--- config.mk ---
export PLATFORM = sky130hd
export DESIGN_NAME = led_pattern_controller_unit_flat
export DESIGN_NICKNAME = d
export VERILOG_FILES = /design/src/design/lpc_pkg.sv /design/src/design/lpc_item_if.sv /design/src/design/lpc_result_if.sv /design/src/design/lpc_cfg_if.sv /design/src/design/lpc_channel.sv /design/src/design/led_pattern_controller_unit.sv /design/src/flat_wrapper.sv
export SDC_FILE = /design/constraint.sdc
export NUM_CORES = 1
export LEC_CHECK = 0
export BUFFER_PORTS_ARGS = -buffer_cell sky130_fd_sc_hd__buf_4
export CORE_MARGIN = 10
export CORE_UTILIZATION = 49
export CTS_BUF_LIST = sky130_fd_sc_hd__clkbuf_2 sky130_fd_sc_hd__clkbuf_4 sky130_fd_sc_hd__clkbuf_8
export DETAILED_ROUTE_END_ITERATION = 8
export PLACE_DENSITY = 0.66
export SYNTH_ARGS = -nofsm -noshare
export SYNTH_HDL_FRONTEND = slang
export SYNTH_HIERARCHICAL = 1
export SYNTH_SLANG_ARGS = --single-unit
--- constraint.sdc ---
create_clock -name clk -period 5.33 [get_ports clk]
set_clock_uncertainty 0.15 [all_clocks]
set_input_delay 0.533 -clock clk [delete_from_list [all_inputs] [get_ports clk]]
set_output_delay 0.533 -clock clk [all_outputs]
set_load 0.005 [all_outputs]
--- src/design/lpc_pkg.sv ---
// ----------------------------------------------------------------------------
// lpc_pkg
// Shared types and constants for the LED pattern controller.
// ----------------------------------------------------------------------------
package lpc_pkg;

  localparam int unsigned NUM_CHANNELS_DEFAULT = 3;
  localparam int unsigned MAX_CHANNELS         = 8;

  localparam int unsigned TIME_W    = 32;
  localparam int unsigned PERIOD_W  = 16;
  localparam int unsigned PATTERN_W = 3;
  localparam int unsigned CHANNEL_W = 2;
  localparam int unsigned LED_NUM   = 3;

  localparam logic [PERIOD_W-1:0] PULSE_ON_RESET = 16'd60;

  localparam logic [PATTERN_W-1:0] PAT_OFF        = 3'd0;
  localparam logic [PATTERN_W-1:0] PAT_SOLID      = 3'd1;
  localparam logic [PATTERN_W-1:0] PAT_BLINK_SLOW = 3'd2;
  localparam logic [PATTERN_W-1:0] PAT_BLINK_FAST = 3'd3;
  localparam logic [PATTERN_W-1:0] PAT_PULSE      = 3'd4;

  localparam logic KIND_TICK = 1'b0;
  localparam logic KIND_SET  = 1'b1;

  // Per-channel update command, shared by all channel slices
  typedef struct packed {
    logic                 set;
    logic                 tick;
    logic [TIME_W-1:0]    now;
    logic [PATTERN_W-1:0] pattern;
    logic [PERIOD_W-1:0]  period;
    logic [PERIOD_W-1:0]  pulse_on;
  } lpc_cmd_t;

endpackage

--- src/design/lpc_item_if.sv ---
// ----------------------------------------------------------------------------
// lpc_item_if
// Input item channel: valid/ready plus one item payload.
// ----------------------------------------------------------------------------
interface lpc_item_if
  import lpc_pkg::*;
();
  logic                 valid;
  logic                 ready;
  logic                 kind;
  logic [TIME_W-1:0]    now_ms;
  logic [CHANNEL_W-1:0] channel;
  logic [PATTERN_W-1:0] pattern;
  logic [PERIOD_W-1:0]  period_ms;
  logic                 red_busy;
  logic                 blue_busy;

  modport source (output valid, kind, now_ms, channel, pattern, period_ms, red_busy,
                  blue_busy, input ready);
  modport sink (input valid, kind, now_ms, channel, pattern, period_ms, red_busy,
                blue_busy, output ready);
endinterface

--- src/design/lpc_result_if.sv ---
// ----------------------------------------------------------------------------
// lpc_result_if
// Result channel: valid/ready plus the three LED levels.
// ----------------------------------------------------------------------------
interface lpc_result_if;
  logic valid;
  logic ready;
  logic led_red;
  logic led_green;
  logic led_blue;

  modport source (output valid, led_red, led_green, led_blue, input ready);
  modport sink (input valid, led_red, led_green, led_blue, output ready);
endinterface

--- src/design/lpc_cfg_if.sv ---
// ----------------------------------------------------------------------------
// lpc_cfg_if
// Configuration write channel for the pulse on-time register.
// ----------------------------------------------------------------------------
interface lpc_cfg_if
  import lpc_pkg::*;
();
  logic                valid;
  logic                ready;
  logic [PERIOD_W-1:0] data;

  modport source (output valid, data, input ready);
  modport sink (input valid, data, output ready);
endinterface

--- src/design/lpc_channel.sv ---
// ----------------------------------------------------------------------------
// lpc_channel
// State and update logic of one LED channel (pattern, period, phase, timer).
// ----------------------------------------------------------------------------
module lpc_channel
  import lpc_pkg::*;
(
  input  logic     clk,
  input  logic     rst,
  input  lpc_cmd_t cmd,
  input  logic     busy,
  output logic     phase_next
);

  logic [PATTERN_W-1:0] pattern, pattern_next;
  logic [PERIOD_W-1:0]  period, period_next;
  logic                 phase;
  logic [TIME_W-1:0]    last_change, last_change_next;
  logic [TIME_W-1:0]    elapsed;
  logic                 period_done;
  logic                 pulse_done;

  assign elapsed     = cmd.now - last_change;
  assign period_done = elapsed >= {{(TIME_W-PERIOD_W){1'b0}}, period};
  assign pulse_done  = elapsed >= {{(TIME_W-PERIOD_W){1'b0}}, cmd.pulse_on};

  always_comb begin
    pattern_next     = pattern;
    period_next      = period;
    phase_next       = phase;
    last_change_next = last_change;
    if (cmd.set) begin
      pattern_next     = cmd.pattern;
      period_next      = cmd.period;
      last_change_next = cmd.now;
      phase_next       = (cmd.pattern == PAT_SOLID);
    end else if (cmd.tick && !busy) begin
      if (pattern == PAT_BLINK_SLOW || pattern == PAT_BLINK_FAST) begin
        if (period_done) begin
          phase_next       = ~phase;
          last_change_next = cmd.now;
        end
      end else if (pattern == PAT_PULSE) begin
        // lit: wait out the on time; dark: wait out the period
        if (phase ? pulse_done : period_done) begin
          phase_next       = ~phase;
          last_change_next = cmd.now;
        end
      end
    end
  end

  always_ff @(posedge clk) begin
    if (rst) begin
      pattern     <= PAT_OFF;
      period      <= '0;
      phase       <= 1'b0;
      last_change <= '0;
    end else begin
      pattern     <= pattern_next;
      period      <= period_next;
      phase       <= phase_next;
      last_change <= last_change_next;
    end
  end

endmodule

--- src/design/led_pattern_controller_unit.sv ---
// ----------------------------------------------------------------------------
// led_pattern_controller_unit
// LED pattern engine: per-channel blink/pulse timers driven by time ticks.
// ----------------------------------------------------------------------------
// Takes one item per clock cycle unless stalled. An accepted item sits in the
// input register, the channel slices update in parallel from it (one 32-bit
// subtract and two compares each), and the updated LED levels land in the
// result register at the same edge. The result register lets a new item in
// while a finished result waits on the output; with both registers full the
// input stalls.
// The pulse on-time register may be written at any cycle the block is idle.
module led_pattern_controller_unit
  import lpc_pkg::*;
#(
  parameter int unsigned NUM_CHANNELS = NUM_CHANNELS_DEFAULT
) (
  input  logic clk,
  input  logic rst,
  lpc_item_if.sink     items,
  lpc_result_if.source results,
  lpc_cfg_if.sink      cfg
);

  logic [PERIOD_W-1:0] pulse_on;

  // input register
  logic                 in_vld;
  logic                 in_kind;
  logic [TIME_W-1:0]    in_now;
  logic [CHANNEL_W-1:0] in_channel;
  logic [PATTERN_W-1:0] in_pattern;
  logic [PERIOD_W-1:0]  in_period;
  logic                 in_red_busy;
  logic                 in_blue_busy;

  logic                    out_vld;
  logic                    process;
  logic [NUM_CHANNELS-1:0] phase;
  logic [LED_NUM-1:0]      led;

  assign cfg.ready = 1'b1;

  always_ff @(posedge clk) begin
    if (rst) begin
      pulse_on <= PULSE_ON_RESET;
    end else if (cfg.valid) begin
      pulse_on <= cfg.data;
    end
  end

  assign process     = in_vld && (!out_vld || results.ready);
  assign items.ready = !in_vld || process;

  always_ff @(posedge clk) begin
    if (rst) begin
      in_vld <= 1'b0;
    end else if (items.ready) begin
      in_vld <= items.valid;
    end
  end

  always_ff @(posedge clk) begin
    if (items.ready && items.valid) begin
      in_kind      <= items.kind;
      in_now       <= items.now_ms;
      in_channel   <= items.channel;
      in_pattern   <= items.pattern;
      in_period    <= items.period_ms;
      in_red_busy  <= items.red_busy;
      in_blue_busy <= items.blue_busy;
    end
  end

  for (genvar i = 0; i < NUM_CHANNELS; i++) begin : g_chan
    lpc_cmd_t cmd;
    logic     busy;

    always_comb begin
      cmd.set      = process && (in_kind == KIND_SET) && (int'(in_channel) == i);
      cmd.tick     = process && (in_kind == KIND_TICK);
      cmd.now      = in_now;
      cmd.pattern  = in_pattern;
      cmd.period   = in_period;
      cmd.pulse_on = pulse_on;
    end

    assign busy = ((i == 0) && in_red_busy) || ((i == 2) && in_blue_busy);

    lpc_channel u_channel (
      .clk        (clk),
      .rst        (rst),
      .cmd        (cmd),
      .busy       (busy),
      .phase_next (phase[i])
    );
  end

  // levels after the update; missing channels read dark
  for (genvar j = 0; j < LED_NUM; j++) begin : g_led
    if (j < NUM_CHANNELS) begin : g_present
      assign led[j] = phase[j];
    end else begin : g_absent
      assign led[j] = 1'b0;
    end
  end

  always_ff @(posedge clk) begin
    if (rst) begin
      out_vld <= 1'b0;
    end else if (process) begin
      out_vld <= 1'b1;
    end else if (results.ready) begin
      out_vld <= 1'b0;
    end
  end

  always_ff @(posedge clk) begin
    if (process) begin
      results.led_red   <= led[0];
      results.led_green <= led[1];
      results.led_blue  <= led[2];
    end
  end

  assign results.valid = out_vld;

endmodule
--- src/flat_wrapper.sv ---
// flat-port wrapper written by rule: the top's interface ports become plain ports
module led_pattern_controller_unit_flat import lpc_pkg::*;
#(
  parameter int unsigned NUM_CHANNELS = NUM_CHANNELS_DEFAULT
)
  (clk, rst, items_valid, items_kind, items_now_ms, items_channel, items_pattern, items_period_ms, items_red_busy, items_blue_busy, items_ready, results_valid, results_led_red, results_led_green, results_led_blue, results_ready, cfg_valid, cfg_data, cfg_ready);
  lpc_item_if items_i ();
  lpc_result_if results_i ();
  lpc_cfg_if cfg_i ();
  input  logic clk;
  input  logic rst;
  input wire logic [$bits(items_i.valid)-1:0] items_valid;
  input wire logic [$bits(items_i.kind)-1:0] items_kind;
  input wire logic [$bits(items_i.now_ms)-1:0] items_now_ms;
  input wire logic [$bits(items_i.channel)-1:0] items_channel;
  input wire logic [$bits(items_i.pattern)-1:0] items_pattern;
  input wire logic [$bits(items_i.period_ms)-1:0] items_period_ms;
  input wire logic [$bits(items_i.red_busy)-1:0] items_red_busy;
  input wire logic [$bits(items_i.blue_busy)-1:0] items_blue_busy;
  output wire logic [$bits(items_i.ready)-1:0] items_ready;
  output wire logic [$bits(results_i.valid)-1:0] results_valid;
  output wire logic [$bits(results_i.led_red)-1:0] results_led_red;
  output wire logic [$bits(results_i.led_green)-1:0] results_led_green;
  output wire logic [$bits(results_i.led_blue)-1:0] results_led_blue;
  input wire logic [$bits(results_i.ready)-1:0] results_ready;
  input wire logic [$bits(cfg_i.valid)-1:0] cfg_valid;
  input wire logic [$bits(cfg_i.data)-1:0] cfg_data;
  output wire logic [$bits(cfg_i.ready)-1:0] cfg_ready;
  assign items_i.valid = items_valid;
  assign items_i.kind = items_kind;
  assign items_i.now_ms = items_now_ms;
  assign items_i.channel = items_channel;
  assign items_i.pattern = items_pattern;
  assign items_i.period_ms = items_period_ms;
  assign items_i.red_busy = items_red_busy;
  assign items_i.blue_busy = items_blue_busy;
  assign items_ready = items_i.ready;
  assign results_valid = results_i.valid;
  assign results_led_red = results_i.led_red;
  assign results_led_green = results_i.led_green;
  assign results_led_blue = results_i.led_blue;
  assign results_i.ready = results_ready;
  assign cfg_i.valid = cfg_valid;
  assign cfg_i.data = cfg_data;
  assign cfg_ready = cfg_i.ready;
  led_pattern_controller_unit #(.NUM_CHANNELS(NUM_CHANNELS)) u_core (.clk(clk), .rst(rst), .items(items_i), .results(results_i), .cfg(cfg_i));
endmodule
==> Yosys cells after proc, flatten, opt, wreduce, memory -nomap -nowiden <==
Index checks and enable logic that the tools add are counted.
{ "totals": {"in_bits": 77, "regBits": 233, "wordCells": 126} }
{ "op_classes": {"n_bitwise": 4, "n_reduce_logical": 32, "eq_ne": 15, "n_addsub": 3, "order_cmp": 6, "muxes": 41} }
{ "ops": {"columns": ["operator", "count"], "rows": [
  ["$mux W32", 18],
  ["$ge A32 B16 Y1", 6],
  ["$sub A32 B32 Y32", 3],
  ["$mux W1", 23],
  ["$eq A3 B2 Y1 const B", 6],
  ["$reduce_bool A3 Y1", 6],
  ["$reduce_and A4 Y1", 3],
  ["$eq A3 B3 Y1 const B", 3],
  ["$logic_and A1 B1 Y1", 9],
  ["$ne A3 B2 Y1 const B", 3],
  ["$reduce_bool A2 Y1", 4],
  ["$logic_or A1 B1 Y1", 5],
  ["$eq A2 B2 Y1 const B", 2],
  ["$logic_not A1 Y1", 4],
  ["$not A1 Y1", 4],
  ["$eq A3 B1 Y1 const B", 1],
  ["$logic_not A2 Y1", 1]
]} }

==> Longest topological paths before layout <==
{ "logic_depth": {"ltp_word": 8, "ltp_mapped": 21, "mapped_depth_nobuf": 19} }

==> Modules after synthesis <==
Netlist, hierarchy kept.
{ "by_module_without_submodules": {"columns": ["module", "seq_area_each_um2", "area_each_um2", "cells_each", "n_inst"], "rows": [
  ["lpc_channel at u_core.g_chan[1].u_channel ...", 1041.0, 5251.3, 684, 2],
  ["lpc_channel at u_core.g_chan[0].u_channel", 1041.0, 5258.8, 666, 1],
  ["led_pattern_controller_unit", 2132.0, 2498.6, 128, 1]
]} }

==> Least setup slack after synthesis <==
Ideal clock, no wire load.
{ "synth_timing": {"path_type": "reg2reg", "start": "register u_core.in_now[0]", "end": "register u_core.g_chan[1].u_channel.last_change[0]", "t_required_ns": 5.108, "arrival_time_ns": 4.210, "setup_time_ns": 0.072, "n_path_buf": 2, "stages_incl_launch_ff": 21, "path_slack_ns": 0.898, "cell_sequence": "edfxtp_1 -> inv_1 -> ha_1 -> fa_1 -> nand2b_1 -> a21oi_1 -> o21ai_1 -> o21ai_0 -> xor2_1 -> ha_1 -> a21o_1 -> a21o_1 -> or3b_2 -> or3_1 -> a21oi_1 -> a21oi_1 -> nor2_1 -> a41o_1 -> buf_6 -> buf_12 -> mux2i_1"} }
{ "synth_between": {"elab_chain_len": 5, "word_cells_on_any_way": 13} }
{ "synth_rtl": {"columns": ["item", "line", "source"], "rows": [
  ["start, declared", "led_pattern_controller_unit.sv:29", "logic [TIME_W-1:0] in_now;"],
  ["start signal, assigned", "led_pattern_controller_unit.sv:65", "in_now <= items.now_ms;"],
  ["$sub A32 B32 Y32 or $mux W32 (tied branches)", "lpc_channel.sv:23, lpc_channel.sv:45", null],
  ["$ge A32 B16 Y1 (tied with other cells)", "lpc_channel.sv:24", "assign period_done = elapsed >= {{(TIME_W-PERIOD_W){1'b0}}, period};"],
  ["$mux W1 or $mux W32 (tied branches)", "lpc_channel.sv:45, lpc_channel.sv:38", null],
  ["$reduce_bool A3 Y1 (no source line) or $mux W32 (tied branches)", null, null],
  ["$reduce_and A4 Y1 (no source line) or $mux W32 (tied branches)", null, null],
  ["end signal, assigned", "lpc_channel.sv:63", "last_change <= last_change_next;"],
  ["end, declared", "lpc_channel.sv:18", "logic [TIME_W-1:0] last_change, last_change_next;"]
]} }
Parallel ways exist; a longest one is shown, timed or not. The select of a mux whose other input is x is not followed.
A chain may end at the register's enable or synchronous reset.

==> Worst setup path after layout <==
{ "layout_timing": {"start": "register u_core.in_now[1]", "end": "register u_core.g_chan[2].u_channel.last_change[21]"} }
{ "layout_between": {"elab_chain_len": 5, "word_cells_on_any_way": 7} }
{ "layout_rtl": {"columns": ["item", "line", "source"], "rows": [
  ["$sub A32 B32 Y32 *", "lpc_channel.sv:23", "assign elapsed = cmd.now - last_change;"],
  ["$ge A32 B16 Y1 (on tied branches)", "lpc_channel.sv:24, lpc_channel.sv:25", null],
  ["$mux W1", "lpc_channel.sv:45", "if (phase ? pulse_done : period_done) begin"],
  ["$reduce_bool A3 Y1 (no source line)", null, null],
  ["$reduce_and A4 Y1 (no source line) *", null, null],
  ["end signal, assigned", "lpc_channel.sv:63", null],
  ["end, declared", "lpc_channel.sv:18", null]
]} }
Mark *: on every way between the ends. The rest lies on a longest branch, timed or not.

==> results by group <==
Floorplan
  – Die width: 213 um
  – Standard-cell rows: 70
  – Initial Util: 0.498
  – # IOs: 83
  – Die Y: 213 um
  – Die ar.: 45400 um^2
  – Core area: 36700 um^2

Placement
  – Port Buf Inserts: 81
  – Hpwl dp: 42.0 mm
  – DP Worst Slack: 339 ps
  – Routability Congestion: 0.927

Timing
  – Final worst slack: 289 ps
  – Endpoints failing setup: 0
  – Max-slew headroom: 0.309
  – Slew of the pin with the lowest slew margin: 1030 ps
  – Final Cycle Share: 0.946
  – Final Hold Fails: 0
  – Fmax: 0.198 GHz
  – Max-slew violation count: 0
  – TNS Setup: 0 ps
  – Fin crit period: 5040 ps
  – RSZ-0062 raised after global routing: no

Worst setup path
  – Crit-path slowest cell: edfxtp_1
  – Worst path top cell family by delay: compound AO/OA/AOI/OAI gates
  – Critical path peak fanout: 32
  – Crit path largest cell delay: 520 ps
  – Worst path bufs/invs: 2
  – Crit. End Element: flip-flop
  – Critical-path cell list: buf_4 > ha_1 > nor2b_1 > o211ai_1 > a211o_2 > nand2_1 > a31oi_1 > xnor2_1 > ha_1 > a21oi_1 > or3b_2 > or3_1 > a21oi_1 > a21oi_1 > nor2_1 > a41o_2 > buf_12 > mux2i_1
  – Worst setup SP type: flip-flop
  – CP most frequent cell: a21oi_1
  – Required time worst endpoint: 5720 ps
  – Critical setup path kind: reg2reg
  – Worst EP arrival: 5430 ps

Final layout
  – Area grow syn2layout: 14.4%
  – NumNets Final: 2556
  – Storage element area: 5260 um^2
  – Filler Cell Count: 3337
  – Layout cell share with drive strength beyond 1: 0.0986
  – Multi-input logic area: 11600 um^2

GRT
  – Initial antenna violation count: 3
  – All-layer global routing usage: 0.241
  – Grt total ovfl: 0
  – Vias in the first global route: 15457
  – First-pass GRT wire length: 86.1 mm
  – Largest net degree at the start of global routing: 103

Synth
  – FFs w/ async S/R, synth: 0
  – Netlist Area Pre-Place: 18300 um^2
  – Post-synth EDFFs: 59
  – Post-synth top cells: nand2b_1 (221), inv_1 (219), ha_1 (189)
  – Most common cell in the synthesized netlist: nand2b_1
  – Synth Instances: 2162
  – Count of different cell masters after synthesis: 85
  – Area contributors post-synth: dfxtp_1 (19%), ha_1 (13%), edfxtp_1 (9.7%)
  – Seq cells post-synth: 233
  – Synth Warn #: 6
  – Top-area cell type share of the netlist area: 0.191
  – Main synth FF type: dfxtp_1
  – Cell taking the most area after synthesis: dfxtp_1
  – Syn Area/Cell: 8.45 um^2
  – Syn Nets: 2431
  – Seq/Total Area, Yosys: 0.288

Power
  – Leakage power: 8.62 nW
  – Comb pwr share: 0.215
  – Int Pwr: 3.59 mW
  – Sequential share of power: 0.376
  – Worst vdd ir: 0.000177 V
  – PD cells: 248 nW/um^2
  – Psw: 1.59 mW
  – Sw frac: 0.306
  – Clock power frac: 0.409

Clock tree
  – CTS tree: built
  – CTS max path bufs: 3
  – Clock root cell: clkbuf_8
  – Clock transition at path regs: 60 ps
  – Skew-Pair Late Insertion Delay: 630 ps
  – Sink Count: 233
  – H-tree Lvls: 2
  – TritonCTS buffer count: 44

Drt
  – WL final: 55.4 mm
  – Initial DRC Count: 1350
  – Antenna-violating nets left: 0
  – Via density: 5.72
  – DRC violations left: 0
  – Wire length per cell: 19.8 um
  – Via count: 15987
  – DRT Pass-1 Iters: 5

Outcome
  – Outcome: completed

Flow run
  – Max-cap violations: 0

Worst hold path
  – HP Class: in2reg
[cells by family (layout without fill, tap and decap cells)]
| group | count (synthesis) | after routing | share of synthesized area |
|---|---|---|---|
| adder cells (fa/ha/maj) | 192 | 192 | 0.133 |
| AND/OR/NAND/NOR | 732 | 732 | 0.212 |
| buffers and inverters | 315 | 476 | 0.0775 |
| other | 2 | 4 | 0.000411 |
| XOR/XNOR | 56 | 56 | 0.0269 |
| flip-flops | 233 | 233 | 0.288 |
| AO/OA/AOI/OAI | 458 | 458 | 0.167 |
| multiplexers | 174 | 174 | 0.0955 |
[layout by cell type, fill, tap and decap left out, drive strengths merged, types with 6 or more instances in the layout]
cell         netlist  layout
nand2b           221     221
inv              219     220
ha               189     189
nor2             177     177
dfxtp            174     174
mux2i            172     172
a21oi            146     146
nand2            124     124
buf               38     103
o21ai             92      92
dlygate4sd3        0      72
edfxtp            59      59
clkbuf            58      57
nand4             54      54
xnor2             35      35
a21o              34      34
nand3             30      30
o211ai            26      26
nor3              25      25
a211oi            23      23
xor2              21      21
o21a              20      20
nor2b             20      20
a31oi             17      17
clkinv             0      16
nor4              15      15
and4              12      12
o2111ai           12      12
a211o             10      10
and3               9       9
or3                9       9
o31ai              9       9
o21bai             8       8
bufinv             0       7
a22oi              7       7
a2111oi            7       7
and2               7       7
a221o              6       6
a21boi             6       6
a221oi             6       6
[power groups by stage]
stage,clock (mW),combinational (mW),sequential (mW)
after detailed placement,0,1.04,1.98
after global routing,2.24,1.23,1.95
final,2.12,1.11,1.95
after floorplan,0,0.757,1.94
after CTS,2.17,1.09,1.95
after global placement,0,1.02,1.98
[worst reg2reg max path: cells and delay by family, from the launching register on]
| kind | cells | cell delay, ps |
|---|---|---|
| flip-flops | 1 | 520 |
| adder cells (fa/ha/maj) | 2 | 570 |
| XOR/XNOR | 1 | 310 |
| multiplexers | 1 | 280 |
| AND/OR/NAND/NOR | 5 | 1190 |
| buffers and inverters | 2 | 440 |
| AO/OA/AOI/OAI | 7 | 1500 |
[cell type report]
type	instances	area share
multi-input cells	1614	0.557
flip-flops and latches	233	0.252
repair buffers	175	0.0735
inverters	219	0.0393
clock buffers	57	0.0352
well taps	468	0.0280
clock inverters	25	0.0152
diodes	2	0.000240
[metrics by stage]
step | cell area, um^2 | hold slack, ps | std cells | utilization | power (mW)
2_1_floorplan | 18300 | 302 | 2162 | - | 2.70
3_3_place_gp | 19100 | 309 | 2632 | 0.519 | 3.01
3_5_place_dp | 19100 | 319 | 2632 | 0.519 | 3.02
4_1_cts | 20800 | 3.41 | 2786 | 0.568 | 5.21
5_1_grt | 20900 | 30.2 | 2793 | 0.569 | 5.42
6_report | 20900 | 42.6 | 2793 | 0.569 | 5.18
[repair_timing]
item,CTS,global route
hold buffers,72,0
buffers inserted,0,5
hold endpoints to repair,72,0
resized for setup,0,6
setup endpoints to repair,0,32
[metal layers]
| layer | routed length, um | vias up | GRT usage |
|---|---|---|---|
| li1 | - | 7871 | - |
| met1 | 25600 | 7554 | 0.327 |
| met2 | 24400 | 466 | 0.371 |
| met3 | 3530 | 96 | 0.0440 |
| met4 | 1920 | 0 | 0.0985 |
| met5 | 0 | - | 0 |
[sequential cells by signal, summed over array words and instances, names as in the netlist, 2 cells and up]
register,flops
u_core/in_now,32
u_core/in_channel,2
u_core/g_chan.busy,2
u_core/in_pattern,3
u_core/g_chan.u_channel/period,48
u_core/g_chan.u_channel/phase,3
u_core/pulse_on,16
u_core/g_chan.u_channel/pattern,9
u_core/in_period,16
u_core/g_chan.u_channel/last_change,96
[final timing paths]
path | start | endpoint | slack [ps] | cells past startpoint
max | u_core/in_now[1] | u_core/g_chan[2].u_channel/last_change[21] | 290 | 18
min | items_valid | u_core/in_vld | 40 | 3
max reg2reg | u_core/in_now[1] | u_core/g_chan[2].u_channel/last_change[21] | 290 | 18
min reg2reg | u_core/g_chan[1].u_channel/last_change[21] | u_core/g_chan[1].u_channel/last_change[21] | 330 | 2
Note: power is estimated with default switching activity, not from simulation.
